$ cat src/hw/rtl/ansp_pkg.sv
`timescale 1ns / 1ps

package ansp_pkg;

	// Special bytes of a NameString
	localparam logic [7:0] ROOT_CHAR    = 8'h5C;
	localparam logic [7:0] PARENT_CHAR  = 8'h5E;
	localparam logic [7:0] DUAL_PREFIX  = 8'h2E;
	localparam logic [7:0] MULTI_PREFIX = 8'h2F;
	localparam logic [7:0] NULL_NAME    = 8'h00;
	localparam logic [7:0] CHAR_A       = 8'h41;
	localparam logic [7:0] CHAR_Z       = 8'h5A;
	localparam logic [7:0] CHAR_US      = 8'h5F;
	localparam logic [7:0] CHAR_0       = 8'h30;
	localparam logic [7:0] CHAR_9       = 8'h39;
	localparam logic [7:0] PARENT_MAX   = 8'hFF;

	// Position of the last char of a segment
	localparam logic [1:0] TAIL_CHARS = 2'd3;

	// Result kinds
	localparam logic [1:0] KIND_SEG   = 2'd0;
	localparam logic [1:0] KIND_EMPTY = 2'd1;
	localparam logic [1:0] KIND_ERROR = 2'd2;

	// Error codes
	localparam logic [1:0] ERR_NONE       = 2'd0;
	localparam logic [1:0] ERR_LEAD_CHAR  = 2'd1;
	localparam logic [1:0] ERR_NAME_CHAR  = 2'd2;
	localparam logic [1:0] ERR_PATH_START = 2'd3;

	typedef enum logic [4:0] {
		PH_IDLE   = 5'b00001,
		PH_PREFIX = 5'b00010,
		PH_PATH   = 5'b00100,
		PH_COUNT  = 5'b01000,
		PH_SEG    = 5'b10000
	} phase_t;

	typedef struct packed {
		logic [7:0] data_byte;
		logic       start_new;
	} in_t;

	typedef struct packed {
		logic [1:0]  result_kind;
		logic [31:0] segment_name;
		logic [7:0]  segment_index;
		logic        is_last;
		logic        root_present;
		logic [7:0]  parent_depth;
		logic [7:0]  segment_count;
		logic [1:0]  error_code;
	} out_t;

	typedef struct packed {
		phase_t      phase;
		logic        root_seen;
		logic [7:0]  parent_count;
		logic [7:0]  segments_total;
		logic [7:0]  segments_done;
		logic [1:0]  char_position;
		logic [23:0] segment_acc;
	} state_t;

	localparam state_t STATE_CLEAR = '{
		phase:          PH_IDLE,
		root_seen:      1'b0,
		parent_count:   8'd0,
		segments_total: 8'd0,
		segments_done:  8'd0,
		char_position:  2'd0,
		segment_acc:    24'd0
	};

	typedef struct packed {
		state_t st;
		logic   emit;
		out_t   res;
	} step_t;

endpackage

$ cat src/hw/rtl/ansp_step.sv
`timescale 1ns / 1ps

module ansp_step (
	input  ansp_pkg::state_t state,
	input  ansp_pkg::in_t    data,
	output ansp_pkg::state_t next_state,
	output logic             emit,
	output ansp_pkg::out_t   res
);

	function automatic logic is_lead(input logic [7:0] b);
		return (b inside {[ansp_pkg::CHAR_A:ansp_pkg::CHAR_Z]}) || (b == ansp_pkg::CHAR_US);
	endfunction

	function automatic logic is_name(input logic [7:0] b);
		return is_lead(b) || (b inside {[ansp_pkg::CHAR_0:ansp_pkg::CHAR_9]});
	endfunction

	function automatic ansp_pkg::out_t mk_res(
		input logic [1:0]  kind,
		input logic [31:0] name,
		input logic [7:0]  idx,
		input logic        root,
		input logic [7:0]  parent,
		input logic [7:0]  count,
		input logic [1:0]  err
	);
		ansp_pkg::out_t r;
		r.result_kind   = kind;
		r.segment_name  = name;
		r.segment_index = idx;
		r.is_last       = 1'b1;
		r.root_present  = root;
		r.parent_depth  = parent;
		r.segment_count = count;
		r.error_code    = err;
		return r;
	endfunction

	function automatic ansp_pkg::step_t fail(input ansp_pkg::state_t s, input logic [1:0] code);
		ansp_pkg::step_t t;
		t.st   = ansp_pkg::STATE_CLEAR;
		t.emit = 1'b1;
		t.res  = mk_res(ansp_pkg::KIND_ERROR, 32'd0, s.segments_done, s.root_seen,
			s.parent_count, s.segments_total, code);
		return t;
	endfunction

	function automatic ansp_pkg::step_t empty_done(input ansp_pkg::state_t s);
		ansp_pkg::step_t t;
		t.st   = ansp_pkg::STATE_CLEAR;
		t.emit = 1'b1;
		t.res  = mk_res(ansp_pkg::KIND_EMPTY, 32'd0, 8'd0, s.root_seen, s.parent_count,
			8'd0, ansp_pkg::ERR_NONE);
		return t;
	endfunction

	function automatic ansp_pkg::step_t path_start(input ansp_pkg::state_t s, input logic [7:0] b);
		ansp_pkg::step_t t;
		t.st               = s;
		t.st.segments_done = 8'd0;
		t.st.char_position = 2'd0;
		t.st.segment_acc   = 24'd0;
		t.emit             = 1'b0;
		t.res              = '0;
		if (is_lead(b)) begin
			t.st.segments_total = 8'd1;
			t.st.segment_acc    = {16'd0, b};
			t.st.char_position  = 2'd1;
			t.st.phase          = ansp_pkg::PH_SEG;
		end else if (b == ansp_pkg::DUAL_PREFIX) begin
			t.st.segments_total = 8'd2;
			t.st.phase          = ansp_pkg::PH_SEG;
		end else if (b == ansp_pkg::MULTI_PREFIX) begin
			t.st.phase = ansp_pkg::PH_COUNT;
		end else if (b == ansp_pkg::NULL_NAME) begin
			t = empty_done(s);
		end else begin
			t = fail(s, ansp_pkg::ERR_PATH_START);
		end
		return t;
	endfunction

	function automatic ansp_pkg::step_t seg_byte(input ansp_pkg::state_t s, input logic [7:0] b);
		ansp_pkg::step_t t;
		logic            last;
		t.st   = s;
		t.emit = 1'b0;
		t.res  = '0;
		last   = ({1'b0, s.segments_done} + 9'd1) >= {1'b0, s.segments_total};
		if (s.char_position == 2'd0) begin
			if (!is_lead(b)) begin
				t = fail(s, ansp_pkg::ERR_LEAD_CHAR);
			end else begin
				t.st.segment_acc   = {16'd0, b};
				t.st.char_position = 2'd1;
			end
		end else if (!is_name(b)) begin
			t = fail(s, ansp_pkg::ERR_NAME_CHAR);
		end else if (s.char_position != ansp_pkg::TAIL_CHARS) begin
			if (s.char_position == 2'd1) begin
				t.st.segment_acc[15:8] = b;
			end else begin
				t.st.segment_acc[23:16] = b;
			end
			t.st.char_position = s.char_position + 2'd1;
		end else begin
			t.emit = 1'b1;
			t.res  = mk_res(ansp_pkg::KIND_SEG, {b, s.segment_acc}, s.segments_done,
				s.root_seen, s.parent_count, s.segments_total, ansp_pkg::ERR_NONE);
			t.res.is_last = last;
			if (last) begin
				t.st = ansp_pkg::STATE_CLEAR;
			end else begin
				t.st.segments_done = s.segments_done + 8'd1;
				t.st.char_position = 2'd0;
				t.st.segment_acc   = 24'd0;
			end
		end
		return t;
	endfunction

	ansp_pkg::state_t cur;
	ansp_pkg::state_t base;
	ansp_pkg::step_t  step;
	logic [7:0]       b;

	always_comb begin
		b    = data.data_byte;
		cur  = data.start_new ? ansp_pkg::STATE_CLEAR : state;
		base = ansp_pkg::STATE_CLEAR;
		step.st   = cur;
		step.emit = 1'b0;
		step.res  = '0;
		case (cur.phase)
			ansp_pkg::PH_PREFIX: begin
				if (b == ansp_pkg::PARENT_CHAR) begin
					if (cur.parent_count != ansp_pkg::PARENT_MAX) begin
						step.st.parent_count = cur.parent_count + 8'd1;
					end
				end else begin
					step = path_start(cur, b);
				end
			end
			ansp_pkg::PH_PATH: begin
				step = path_start(cur, b);
			end
			ansp_pkg::PH_COUNT: begin
				if (b == 8'd0) begin
					step = empty_done(cur);
				end else begin
					step.st.segments_total = b;
					step.st.segments_done  = 8'd0;
					step.st.char_position  = 2'd0;
					step.st.segment_acc    = 24'd0;
					step.st.phase          = ansp_pkg::PH_SEG;
				end
			end
			ansp_pkg::PH_SEG: begin
				step = seg_byte(cur, b);
			end
			default: begin
				// every byte seen while idle opens a new name string
				if (b == ansp_pkg::ROOT_CHAR) begin
					step.st           = base;
					step.st.root_seen = 1'b1;
					step.st.phase     = ansp_pkg::PH_PATH;
				end else if (b == ansp_pkg::PARENT_CHAR) begin
					step.st              = base;
					step.st.parent_count = 8'd1;
					step.st.phase        = ansp_pkg::PH_PREFIX;
				end else begin
					step = path_start(base, b);
				end
			end
		endcase
	end

	assign next_state = step.st;
	assign emit       = step.emit;
	assign res        = step.res;

endmodule

$ cat src/hw/rtl/acpi_name_string_parser_core.sv
`timescale 1ns / 1ps

// Channel  Ports                                   Word
// -------  --------------------------------------  ------------------
// byte     byte_valid, byte_stall, byte_data       ansp_pkg::in_t
// res      res_valid,  res_stall,  res_data        ansp_pkg::out_t
//
// One byte per cycle, sustained while the result register can move. A byte
// is first held in the input register, then the parse step updates the state
// and loads the result register, from which the result is visible.
// arst_n clears the parse state and both valid flags.
// res_stall holds the result register; byte_stall rises only while the input
// register is full and the result register cannot move.

module acpi_name_string_parser_core (
	input  logic           clk,
	input  logic           arst_n,
	input  logic           byte_valid,
	output logic           byte_stall,
	input  ansp_pkg::in_t  byte_data,
	output logic           res_valid,
	input  logic           res_stall,
	output ansp_pkg::out_t res_data
);

	logic             in_valid_s1;
	ansp_pkg::in_t    in_s1;
	ansp_pkg::state_t state_q;
	ansp_pkg::state_t state_nxt;
	logic             res_valid_q;
	ansp_pkg::out_t   res_q;
	logic             step_emit;
	ansp_pkg::out_t   step_res;
	logic             out_free;
	logic             advance;

	assign out_free   = !res_valid_q || !res_stall;
	assign advance    = in_valid_s1 && out_free;
	assign byte_stall = in_valid_s1 && !out_free;

	ansp_step u_step (
		.state      (state_q),
		.data       (in_s1),
		.next_state (state_nxt),
		.emit       (step_emit),
		.res        (step_res)
	);

	always_ff @(posedge clk or negedge arst_n) begin
		if (!arst_n) begin
			in_valid_s1 <= 1'b0;
		end else if (!byte_stall) begin
			in_valid_s1 <= byte_valid;
		end
	end

	always_ff @(posedge clk) begin
		if (!byte_stall && byte_valid) begin
			in_s1 <= byte_data;
		end
	end

	always_ff @(posedge clk or negedge arst_n) begin
		if (!arst_n) begin
			state_q <= ansp_pkg::STATE_CLEAR;
		end else if (advance) begin
			state_q <= state_nxt;
		end
	end

	always_ff @(posedge clk or negedge arst_n) begin
		if (!arst_n) begin
			res_valid_q <= 1'b0;
		end else if (out_free) begin
			res_valid_q <= advance && step_emit;
		end
	end

	always_ff @(posedge clk) begin
		if (advance && step_emit) begin
			res_q <= step_res;
		end
	end

	assign res_valid = res_valid_q;
	assign res_data  = res_q;

	a_res_loaded: assert property (@(posedge clk) disable iff (!arst_n)
		advance && step_emit |=> res_valid_q && (res_q == $past(step_res)))
		else $error("result word not loaded after parse step");

	a_last_idle: assert property (@(posedge clk) disable iff (!arst_n)
		advance && step_emit && step_res.is_last |=> state_q.phase == ansp_pkg::PH_IDLE)
		else $error("parser not idle after final word");

	a_seg_count: assert property (@(posedge clk) disable iff (!arst_n)
		state_q.phase == ansp_pkg::PH_SEG |-> state_q.segments_done < state_q.segments_total)
		else $error("segment index ran past segment count");

	a_hold_s1: assert property (@(posedge clk) disable iff (!arst_n)
		in_valid_s1 && !advance |=> in_valid_s1 && $stable(in_s1))
		else $error("pending input byte lost");

endmodule

$ cat config.mk
export PLATFORM = sky130hd
export DESIGN_NAME = acpi_name_string_parser_core
export DESIGN_NICKNAME = d
export VERILOG_FILES = /design/src/hw/rtl/ansp_pkg.sv /design/src/hw/rtl/ansp_step.sv /design/src/hw/rtl/acpi_name_string_parser_core.sv
export SDC_FILE = /design/constraint.sdc
export NUM_CORES = 1
export LEC_CHECK = 0
export ABC_CLOCK_PERIOD_IN_PS = 6800
export BUFFER_PORTS_ARGS = -buffer_cell sky130_fd_sc_hd__buf_2
export CORE_UTILIZATION = 35
export DETAILED_ROUTE_END_ITERATION = 10
export SLEW_MARGIN = 20
export SYNTH_ARGS = -nofsm -noshare
export SYNTH_HDL_FRONTEND = slang
export SYNTH_SLANG_ARGS = --single-unit
$ cat constraint.sdc
create_clock -name clk -period 6.8 [get_ports clk]
set_input_delay 0.34 -clock clk [delete_from_list [all_inputs] [get_ports clk]]
set_output_delay 0.34 -clock clk [all_outputs]
set_load 0.01 [all_outputs]
==> flow_summary.ini <==
[sta]
skew_final_ps = 5.92
timing.final.crit_period_ps = 3580
hold_viol = 0
fmax_mhz = 279
fin_setup_tns_ps = 0
final_max_slew_violation_count = 0
max_slew.worst_pin.slew_ps = 950
setup_violations = 0
hold_slack_ps = 61.6
relSlewSlack_pct = 36.2
fin_crit_sh_pct = 52.7
grt_setup_unrepaired = no

[clocking]
insertion_delay_ps = 420
cts_tree = built
cts_made_buffers = 17
htreeDepth = 4
numClockSinks = 129
post_cts_buffers = 0
clk_pin_slew_worst_paths_ps = 60
cts-root-to-sink-buffers = 2
cts_resized = 0
cts-hold-fix-buffers = 0
clockRootBuffer = sky130_fd_sc_hd__clkbuf_16

[finish]
antennaDiodeCount = 0
final_nets = 632
area_growth_syn_to_layout_pct = 19.9
drive_gt1_share_pct = 21.5

[global_route]
grt_start_max_net_pins = 63
grt_remaining_overflow = 0
grt_antenna_before_repair = 0
vias_in_the_first_global_route = 4505
gr-usage-all-layers_pct = 16.8
grt_first_pass_wirelength_um = 23100

[worst_setup_path]
path_cells = or4_1, a21o_1, nand2_1, nand2_1, o221a_2, o31a_1, nor2_4, buf_4
path_class = reg -> reg
critical_path_required_ps = 6850
cp_data_arrival_time_ps = 3630
crit_fanout = 62
reg2reg_from = in_s1[2]$_DFFE_PP_
register_to_register_setup_slack_ps = 3220
endpoint = res_data[19]$_DFFE_PP_
crit_path_frequent_cell = sky130_fd_sc_hd__nand2_1
rr_worst_depth = 8
setup.worst_path.start = in_s1[2]$_DFFE_PP_
slowest_stage = sky130_fd_sc_hd__or4_1
critical_path.reg2reg.endpoint = res_data[19]$_DFFE_PP_
cpPeakStageDelay_ps = 630
end_kind = flop
cp-start-kind = flop

[place]
dpl.hpwl_um = 9780
gpl.final_weighted_congestion = 0.871
port_buffers = 76

[power]
power_leakage_nw = 3.18
totalPowerFinal_mw = 2.07
power.density_cell_area_mw_per_mm2 = 281
power.ir.vdd_worst_mv = 0.177

[yosys]
post_synth_num_cell_types = 69
number_of_enable_type_register_cells_in_the_synthesized_netlist = 71
ys_warn_count = 0
synth_seq_area_share_pct = 58.3
syn_nets = 557
post_synth_xor_area_fraction_pct = 1.14
syn_area_mm2 = 0.00615
synth_top_flop_cell = sky130_fd_sc_hd__edfxtp_1
cells_after_synth = 531
combinational_family_with_the_most_area_after_synthesis = simple AND/OR/NAND/NOR gates
ys_ff_latch = 129
synth_top_cell_by_area = sky130_fd_sc_hd__edfxtp_1
avgSynthCellArea_um2 = 11.6
async_flop_share_pct = 45.0
synth_top_area_share_pct = 34.6
synth_compound_gate_area_share_pct = 13.6
yosys-mux-area-fraction_pct = 0.508
yosys.area_share.simple_pct = 21.2
synth_top_cells_by_area = sky130_fd_sc_hd__edfxtp_1, sky130_fd_sc_hd__dfrtp_1, sky130_fd_sc_hd__a22o_1, sky130_fd_sc_hd__and3_1, sky130_fd_sc_hd__nor2b_1
post_synth_fa_ha_maj_area_fraction_pct = 2.64

[drt]
drt_pass1_iterations = 5
routed_wirelength_um = 14100
number_of_remaining_drc_errors = 0
drt.antenna.violating_nets = 0
routed_via_density = 5.31
detailed_route_wire_length_per_cell_um = 16.7
detailroute.via_count = 4478
first_iter_violations = 381

[flow_run]
maxCapViolations = 0

[run_status]
outcome = finished, final reports clean

[die]
floorplan.rows = 48
chipWidth_um = 135
floorplan.die_area_mm2 = 0.0181
initial_core_utilization_pct = 35.7
top_level_ports = 77
core_area_mm2 = 0.0172
die_height_um = 135

[hold_path]
min_path_type = in -> async
synthesized netlist by cell type, types with 4 or more instances:
library cell                number
sky130_fd_sc_hd__o21ai_0        19
sky130_fd_sc_hd__and3_1         35
sky130_fd_sc_hd__nand3_1        26
sky130_fd_sc_hd__buf_2           6
sky130_fd_sc_hd__clkbuf_1       18
sky130_fd_sc_hd__nor2_1         33
sky130_fd_sc_hd__o2bb2ai_1       4
sky130_fd_sc_hd__dfrtp_1        57
sky130_fd_sc_hd__a22o_1         26
sky130_fd_sc_hd__inv_1          12
sky130_fd_sc_hd__a32o_1          5
sky130_fd_sc_hd__nand2b_1       16
sky130_fd_sc_hd__ha_1           13
sky130_fd_sc_hd__xor2_1          7
sky130_fd_sc_hd__nor3_1          7
sky130_fd_sc_hd__edfxtp_1       71
sky130_fd_sc_hd__nand4_1         6
sky130_fd_sc_hd__a21o_1          4
sky130_fd_sc_hd__nor2b_1        30
sky130_fd_sc_hd__a21oi_1        13
sky130_fd_sc_hd__nand2_1        43
sky130_fd_sc_hd__and2_1          5
routing by layer:
layer	vias up	global-route usage, %	routed length [um]
met5	-	0	0
met4	0	8.24	323
met3	26	4.17	691
met2	137	27.1	6640
met1	2184	21.0	6420
li1	2131	-	-
placed cells by master, fill, tap and decap left out, types with 5 or more instances in the layout:
cell type and count:
sky130_fd_sc_hd__a21oi_1 13, sky130_fd_sc_hd__a22o_1 26, sky130_fd_sc_hd__a32o_1 5, sky130_fd_sc_hd__and2_1 5, sky130_fd_sc_hd__and3_1 35, sky130_fd_sc_hd__buf_2 76
sky130_fd_sc_hd__buf_4 6, sky130_fd_sc_hd__clkbuf_16 17, sky130_fd_sc_hd__dfrtp_1 57, sky130_fd_sc_hd__edfxtp_1 71, sky130_fd_sc_hd__ha_1 13, sky130_fd_sc_hd__inv_1 12
sky130_fd_sc_hd__nand2_1 43, sky130_fd_sc_hd__nand2b_1 16, sky130_fd_sc_hd__nand3_1 26, sky130_fd_sc_hd__nand4_1 6, sky130_fd_sc_hd__nor2_1 32, sky130_fd_sc_hd__nor2b_1 30
sky130_fd_sc_hd__nor3_1 7, sky130_fd_sc_hd__o21ai_0 19, sky130_fd_sc_hd__xor2_1 7
area by class of cell:
cell class / instances / area, um^2
Fill cell: 1625 / 9860
Sequential cell: 129 / 3580
Multi-Input combinational cell: 364 / 2420
Clock buffer: 21 / 470
Timing Repair Buffer: 82 / 425
Tap cell: 225 / 282
Clock inverter: 11 / 153
Inverter: 12 / 45.0
worst max-delay path, delay by kind of cell (launching register included):
family / cells / cell delay, ps
buffers and inverters: 1 / 600
flip-flops: 1 / 580
AO/OA/AOI/OAI: 3 / 730
AND/OR/NAND/NOR: 4 / 1200
cell families (layout without fill, tap and decap cells):
family / after synthesis / after routing
flip-flops: 129 / 129
multiplexers: 3 / 3
adder cells (fa/ha/maj): 13 / 13
AO/OA/AOI/OAI: 110 / 110
other: 1 / 1
XOR/XNOR: 8 / 8
buffers and inverters: 38 / 126
AND/OR/NAND/NOR: 229 / 229
flip-flops by register name (all words and copies together), names as in the netlist:
| name | cells |
|---|---|
| res_valid | 1 |
| state_q | 56 |
| in_valid_s1 | 1 |
| res_data | 62 |
| in_s1 | 9 |
through the flow:
stage	instances	area, um^2	utilization, %	worst slack (ps)
final	844	7380	42.8	3220
after global routing	844	7380	42.8	2850
after CTS	844	7380	42.8	3230
after detailed placement	812	6760	39.2	3230
after global placement	812	6760	39.2	3370
after floorplan	531	6150	-	1660
power breakdown:
part,switching (mW),internal (mW)
combinational,0.136,0.0645
sequential,0.0317,0.895
clock,0.337,0.608
worst min path at each step:
stage / startpoint / to / cells after the start
finish: arst_n / state_q[7]$_DFFE_PN0P_ / 2
global route: byte_data[3] / in_s1[3]$_DFFE_PP_ / 1
CTS: byte_data[3] / in_s1[3]$_DFFE_PP_ / 1
detailed placement: state_q[6]$_DFFE_PN0P_ / state_q[6]$_DFFE_PN0P_ / 1
global placement: state_q[6]$_DFFE_PN0P_ / state_q[6]$_DFFE_PN0P_ / 1
floorplan: arst_n / in_valid_s1$_DFFE_PN0N_ / 0
Note: power is estimated with default switching activity, not from simulation.
